$ cat config.mk
export PLATFORM = sky130hd
export DESIGN_NAME = stcp_clamp
export DESIGN_NICKNAME = d
export VERILOG_FILES = /design/src/hw/rtl/stcp_pkg.sv /design/src/hw/rtl/stcp_clamp.sv
export SDC_FILE = /design/constraint.sdc
export NUM_CORES = 1
export LEC_CHECK = 0
export BUFFER_PORTS_ARGS = -buffer_cell sky130_fd_sc_hd__clkbuf_2
export CORE_ASPECT_RATIO = 1.1
export CORE_MARGIN = 3
export CORE_UTILIZATION = 54
export DETAILED_ROUTE_END_ITERATION = 6
export GPL_ROUTABILITY_DRIVEN = 0
export MAX_ROUTING_LAYER = met4
export PLACE_DENSITY = 0.9
export SLEW_MARGIN = 20
export SYNTH_ARGS = -nofsm -noshare
export SYNTH_HDL_FRONTEND = slang
export SYNTH_SLANG_ARGS = --single-unit
$ cat constraint.sdc
create_clock -name vclk -period 7.49
set_clock_uncertainty 0.1 [all_clocks]
set_input_delay 0.749 -clock vclk [all_inputs]
set_output_delay 0.749 -clock vclk [all_outputs]
set_load 0.01 [all_outputs]
$ cat src/hw/rtl/stcp_pkg.sv
// Shared types, constants and helper functions of the serial table command parser.
package stcp_pkg;

  localparam int unsigned TableRowsDef = 16;
  localparam int unsigned TableColsDef = 16;

  localparam logic [31:0] AckEnd    = 32'h8000_0002;
  localparam logic [15:0] CheckInit = 16'hFFFF;

  localparam logic [15:0] TimeoutRst  = 16'd100;
  localparam logic [31:0] RatioMinRst = 32'd1092616192;
  localparam logic [31:0] RatioMaxRst = 32'd1101004800;

  typedef enum logic [7:0] {
    CMD_PING  = 8'd0,
    CMD_SET   = 8'd1,
    CMD_CLEAR = 8'd2,
    CMD_WRITE = 8'd4,
    CMD_READ  = 8'd5
  } cmd_e;

  typedef enum logic [1:0] {
    OUT_ACK     = 2'd0,
    OUT_CHECK   = 2'd1,
    OUT_CELL    = 2'd2,
    OUT_TIMEOUT = 2'd3
  } outcome_e;

  typedef enum logic [1:0] {
    CFG_TIMEOUT = 2'd0,
    CFG_MIN     = 2'd1,
    CFG_MAX     = 2'd2
  } cfg_idx_e;

  typedef enum logic {
    PH_IDLE,
    PH_PAYLOAD
  } phase_e;

  // Payload length in bytes after the id; zero means the id is dropped.
  function automatic logic [3:0] payload_len(logic [7:0] id);
    logic [3:0] len;
    case (id)
      CMD_PING, CMD_SET, CMD_CLEAR: len = 4'd2;
      CMD_WRITE:                    len = 4'd9;
      CMD_READ:                     len = 4'd5;
      default:                      len = 4'd0;
    endcase
    return len;
  endfunction

  // IEEE single a < b; false if either is NaN, +0 and -0 compare equal.
  function automatic logic f32_lt(logic [31:0] a, logic [31:0] b);
    logic a_nan, b_nan, both_zero, lt;
    a_nan     = (a[30:23] == 8'hFF) && (a[22:0] != 23'd0);
    b_nan     = (b[30:23] == 8'hFF) && (b[22:0] != 23'd0);
    both_zero = (a[30:0] == 31'd0) && (b[30:0] == 31'd0);
    if (a[31] != b[31]) begin
      lt = a[31];
    end else if (a[31]) begin
      lt = a[30:0] > b[30:0];
    end else begin
      lt = a[30:0] < b[30:0];
    end
    return lt && !a_nan && !b_nan && !both_zero;
  endfunction

endpackage

$ cat src/hw/rtl/stcp_clamp.sv
// Float clamp of a table value against the configured min and max bit patterns.
module stcp_clamp (
  input  logic [31:0] value_i,
  input  logic [31:0] min_i,
  input  logic [31:0] max_i,
  output logic [31:0] result_o
);

  always_comb begin
    if (stcp_pkg::f32_lt(value_i, min_i)) begin
      result_o = min_i;
    end else if (stcp_pkg::f32_lt(max_i, value_i)) begin
      result_o = max_i;
    end else begin
      result_o = value_i;
    end
  end

endmodule

==> summary.txt, run 1 <==
Cells and area
  • Final instance area: 3442 sq um
  • Clock Buffer Count: 0
  • Area delta synth->final: 22.87%
  • Leading cell type in the layout, fill and taps excluded: clkbuf_2
  • Nets@finish: 696
  • Ratio of cells with drive above 1 in the final layout: 25.56%
  • Flip-flop and latch area: 0 sq um
  • Seq Cell Count: 0
  • Ant. Diodes: 0
  • Most frequent cells in the layout: 128 x clkbuf_2, 67 x inv_1, 62 x ha_1
  • Finished Layout Cells: 592
  • Fill count: 401

Min path
  • Hold Path Class: in -> out
  • Worst hold path stage count: 4
  • HP Start: min_i[31]
  • Hold Crit Endpoint: result_o[31]

Floorplan
  • Die height: 81.54 um
  • Die area: 6089 sq um
  • I/O Pins: 128
  • Starting Density: 58.19%
  • Die width: 74.68 um
  • # rows: 26
  • CORE AREA: 4815 sq um

Routing
  • Final ANT Viol Nets: 0
  • DRT iter0 DRCs: 367
  • Via/cell ratio: 6.611
  • First-pass DRT Iterations: 5
  • Vias: 3,914
  • DRC viols: 0
  • Final WL: 9.847 mm
  • Avg WL per Cell: 16.63 um

Global routing
  • Initial antenna violation count: 0
  • Gr usage total: 31.68%
  • First-pass GRT wire length: 15.35 mm
  • Total grt overflow: 0
  • Vias in the first global route: 3,563
  • Largest net degree at the start of global routing: 55

STA
  • Final setup viols: 0
  • Post-route setup TNS: 0 ps
  • Fmax: 0.1932 GHz
  • Minimum clock period: 5177 ps
  • Final period util: 69.12%
  • Hold violation count in the final report: 0
  • Slew headroom: 30.86%
  • RSZ-0062 raised after global routing: no
  • Max Slew Vio Count: 0
  • Slew @ Worst Pin: 1037 ps

Setup path
  • Crit path required time: 6640 ps
  • Critical path type: in -> out
  • Crit path capture type: output pin
  • Max incr delay on CP: 850 ps
  • Critical path arrival: 4330 ps
  • Max stage delay cell, worst path: a311o_1
  • Critical Path Source Type: primary input
  • Critical path cell sequence: clkbuf_2 -> inv_1 -> ha_1 -> nand4_1 -> nor3_1 -> o31ai_1 -> nand2_1 -> a311o_1 -> nand2_1 -> buf_4 -> a31oi_1 -> clkbuf_2
  • Crit Path Max Fanout: 33

Logic synthesis
  • Syn. warnings: 0
  • Syn Nets: 584
  • Cell area after synthesis: 2801 sq um
  • Post-Syn Area per Cell: 6.576 sq um
  • Top cells by area, synth: ha_1 28%, inv_1 9.0%, a31oi_1 7.1%, or3_1 6.9%, and3_1 6.7%
  • Area leader, netlist: ha_1
  • Syn Inst Count: 426
  • Yosys cell types: 42
  • Top cell type's share of synthesized area: 27.69%
  • Seq/Total Area, Yosys: 0%

Placed design
  • HPWL after DPL: 8.378 mm
  • Area of placed instances: 3442 sq um
  • Buffers on Ports: 128
  • Placed Cells: 592

Clock tree
  • Cts hold-fix bufs: 0
  • Post-CTS setup buffers: 0
  • PostCTS Resize Cnt: 0

Pwr
  • Total Power: 256.1 uW
  • Cell Pwr Density: 74.39 nW/um^2
  • VDD IR max: 0.04190 mV
  • Leak: 0.001919 uW

Job
  • MaxCap Viol Count: 0

Outcome
  • Outcome: finished clean
synthesized netlist by cell type, drive strengths merged (2+ instances only):
| cell type | n |
|---|---|
| and3 | 30 |
| nand4 | 18 |
| nand2 | 18 |
| nor2 | 8 |
| o21a | 5 |
| nand3b | 2 |
| buf | 4 |
| clkbuf | 18 |
| o21ai | 36 |
| or3 | 31 |
| a21oi | 25 |
| inv | 67 |
| and4 | 6 |
| nor3 | 5 |
| or2 | 2 |
| nand3 | 7 |
| a211oi | 4 |
| a21o | 3 |
| a221oi | 2 |
| nor4 | 22 |
| ha | 62 |
| a31oi | 32 |
| a311o | 2 |
how the worst max path moves through the flow:
stage               start            to  slack (ps)  cells past startpoint
2_1_floorplan  value_i[4]  result_o[10]        3720                     11
3_3_place_gp    min_i[13]  result_o[30]        2470                     12
3_5_place_dp    min_i[13]  result_o[30]        2390                     12
4_1_cts         min_i[13]  result_o[30]        2410                     12
5_1_grt         min_i[13]  result_o[30]        2060                     12
6_report        min_i[13]  result_o[30]        2310                     12
critical path: cells and delay by family:
family / cells / cell delay [ps]
AOI/OAI and AO/OA: 3 / 1270
adders and majority gates: 1 / 340
buffers and inverters: 4 / 710
and+or+nand+nor: 4 / 1260
area by class of cell:
| class | count | area [sq um] | area share, % |
|---|---|---|---|
| multi-input combinational | 337 | 2450 | 71.17 |
| inverter | 67 | 251.5 | 7.306 |
| timing repair buffer | 132 | 670.6 | 19.48 |
| tap | 56 | 70.07 | 2.036 |
cells by family after synthesis:
group	synth area share (%)
AND/OR/NAND/NOR	32.69
AO/OA/AOI/OAI	26.62
buffers and inverters	13.00
adder cells (fa/ha/maj)	27.69
metal layers:
layer | vias to the layer above | track usage, % | share of wire [%]
met1 | 1765 | 40.17 | 40
li1 | 1851 | - | -
met5 | - | - | 0
met3 | 29 | 2.203 | 9.8
met2 | 269 | 54.75 | 48
met4 | 0 | 6.940 | 2.4
metrics by stage:
stage,setup WS [ps],hold WS (ps),utilization [%]
after floorplan,3722,1534,-
after global placement,2475,1725,71.49
after detailed placement,2393,1731,71.49
after CTS,2410,1731,71.49
after global routing,2058,1765,71.49
final,2313,1731,71.49
power by group:
group / switching, uW / internal, uW / total [uW]
clock network: 0 / 0 / 0
registers: 0 / 0 / 0
logic: 149 / 107 / 256
total: 149 / 107 / 256
(Power assumes the default switching activity.)
==> inputs of run 2 (changes only) <==
--- a/config.mk
+++ b/config.mk
@@ -8,11 +8,11 @@
 export BUFFER_PORTS_ARGS = -buffer_cell sky130_fd_sc_hd__clkbuf_2
 export CORE_ASPECT_RATIO = 1.1
 export CORE_MARGIN = 3
-export CORE_UTILIZATION = 54
+export CORE_UTILIZATION = 45
 export DETAILED_ROUTE_END_ITERATION = 6
 export GPL_ROUTABILITY_DRIVEN = 0
 export MAX_ROUTING_LAYER = met4
-export PLACE_DENSITY = 0.9
+export PLACE_DENSITY = 0.8
 export SLEW_MARGIN = 20
 export SYNTH_ARGS = -nofsm -noshare
 export SYNTH_HDL_FRONTEND = slang
==> constraint.sdc (replaced) <==
create_clock -name vclk -period 4.57
set_clock_uncertainty 0.1 [all_clocks]
set_input_delay 0.457 -clock vclk [all_inputs]
set_output_delay 0.457 -clock vclk [all_outputs]
set_load 0.01 [all_outputs]
==> run 2 against run 1 <==
Net effect: cell count rose by 4.4%; critical path depth did not move; total power up 65%; first-iteration DRC count shrank 35%; worst setup slack got worse by 1800 ps; via count shrank 4.0%; worst hold slack got worse by 590 ps; largest power group unchanged.
==> summary.txt, run 2 (synthesized netlist as in run 1, its figures left out) <==
Outcome
  • Outcome: finished clean

Clock tree
  • PostCTS Resize Cnt: 0
  • Post-CTS setup buffers: 0
  • Cts hold-fix bufs: 0

Min path
  • HP Start: min_i[31]
  • Hold Path Class: in -> out
  • Worst hold path stage count: 4
  • Hold Crit Endpoint: result_o[31]

Global routing
  • Largest net degree at the start of global routing: 39
  • First-pass GRT wire length: 15.69 mm
  • Initial antenna violation count: 0
  • Total grt overflow: 0
  • Vias in the first global route: 3,504
  • Gr usage total: 27.39%

Setup path
  • Critical path type: in -> out
  • Crit path capture type: output pin
  • Critical Path Source Type: primary input
  • Crit path required time: 4010 ps
  • Crit Path Max Fanout: 22
  • Critical path arrival: 3530 ps
  • CP Launch Point: value_i[4]

Placed design
  • Placed Cells: 618
  • Buffers on Ports: 128
  • Area of placed instances: 3506 sq um
  • HPWL after DPL: 8.598 mm

Cells and area
  • Most frequent cells in the layout: 128 x clkbuf_2, 67 x inv_1, 62 x ha_1
  • Final instance area: 3506 sq um
  • Nets@finish: 701
  • Flip-flop and latch area: 0 sq um
  • Finished Layout Cells: 618
  • Seq Cell Count: 0
  • Clock Buffer Count: 0
  • Ratio of cells with drive above 1 in the final layout: 26.25%
  • Ant. Diodes: 0
  • Area delta synth->final: 25.15%
  • Leading cell type in the layout, fill and taps excluded: clkbuf_2

Routing
  • First-pass DRT Iterations: 5
  • DRC viols: 0
  • DRT iter0 DRCs: 238
  • Final WL: 9.914 mm
  • Vias: 3,757
  • Via/cell ratio: 6.079
  • Avg WL per Cell: 16.04 um
  • Final ANT Viol Nets: 0

Job
  • MaxCap Viol Count: 0

STA
  • Post-route setup TNS: 0 ps
  • Max Slew Vio Count: 0
  • Hold violation count in the final report: 0
  • Minimum clock period: 4091 ps
  • Slew headroom: 56.04%
  • Final setup viols: 0
  • RSZ-0062 raised after global routing: no
  • Fmax: 0.2445 GHz
  • Slew @ Worst Pin: 650.8 ps
  • Final period util: 89.51%

Floorplan
  • Starting Density: 47.37%
  • Die width: 81.23 um
  • CORE AREA: 5914 sq um
  • Die height: 88.75 um
  • # rows: 29
  • I/O Pins: 128
  • Die area: 7209 sq um

Pwr
  • Cell Pwr Density: 120.8 nW/um^2
  • VDD IR max: 0.05508 mV
  • Leak: 0.001943 uW
==> run 2: layer usage <==
layer	share of wire (%)	vias up	GRT usage [%]	wire, um
li1	-	1843	-	-
met4	2.0	0	7.066	200
met3	8.0	22	3.055	792
met1	42	1704	34.14	4196
met5	0	-	-	0
met2	48	188	46.75	4724
==> run 2: worst max-delay path by stage <==
stage              endpoint  slack, ps  cells past startpoint
4_1_cts        result_o[10]        530                     12
3_5_place_dp   result_o[10]        540                     12
5_1_grt         result_o[1]        340                     12
6_report        result_o[3]        480                     12
2_1_floorplan  result_o[10]       1390                     11
3_3_place_gp   result_o[10]        670                     12
==> run 2: report_power, final <==
part           internal [uW]  total (uW)  switching, uW
Sequential                 0           0              0
Clock                      0           0              0
Combinational            180         423            243
==> run 2: area by class of cell <==
cell class / instances / area (sq um)
Multi-Input combinational cell: 337 / 2450
Inverter: 67 / 251.5
Timing Repair Buffer: 137 / 708.2
Tap cell: 77 / 96.34
Fill cell: 578 / 2409
==> run 2: worst max-delay path, cell delays in order <==
cell	delay [ps]
clkbuf_2	110
inv_1	50
ha_1	310
a211oi_1	270
nor2_1	80
o31a_1	240
o41ai_1	540
and4b_1	670
buf_4	320
o21ai_0	100
a31oi_1	210
clkbuf_2	170
==> run 2: metrics by stage <==
step / hold WS (ps) / util, % / total power, uW / worst slack [ps]
detailed placement: 1143 / 59.28 / 417.7 / 543.2
finish: 1144 / 59.28 / 423.5 / 479.4
CTS: 1148 / 59.28 / 419.4 / 532.3
floorplan: 950.0 / - / 250.4 / 1386
global route: 1203 / 59.28 / 472.0 / 339.2
global placement: 1144 / 59.28 / 407.6 / 672.9
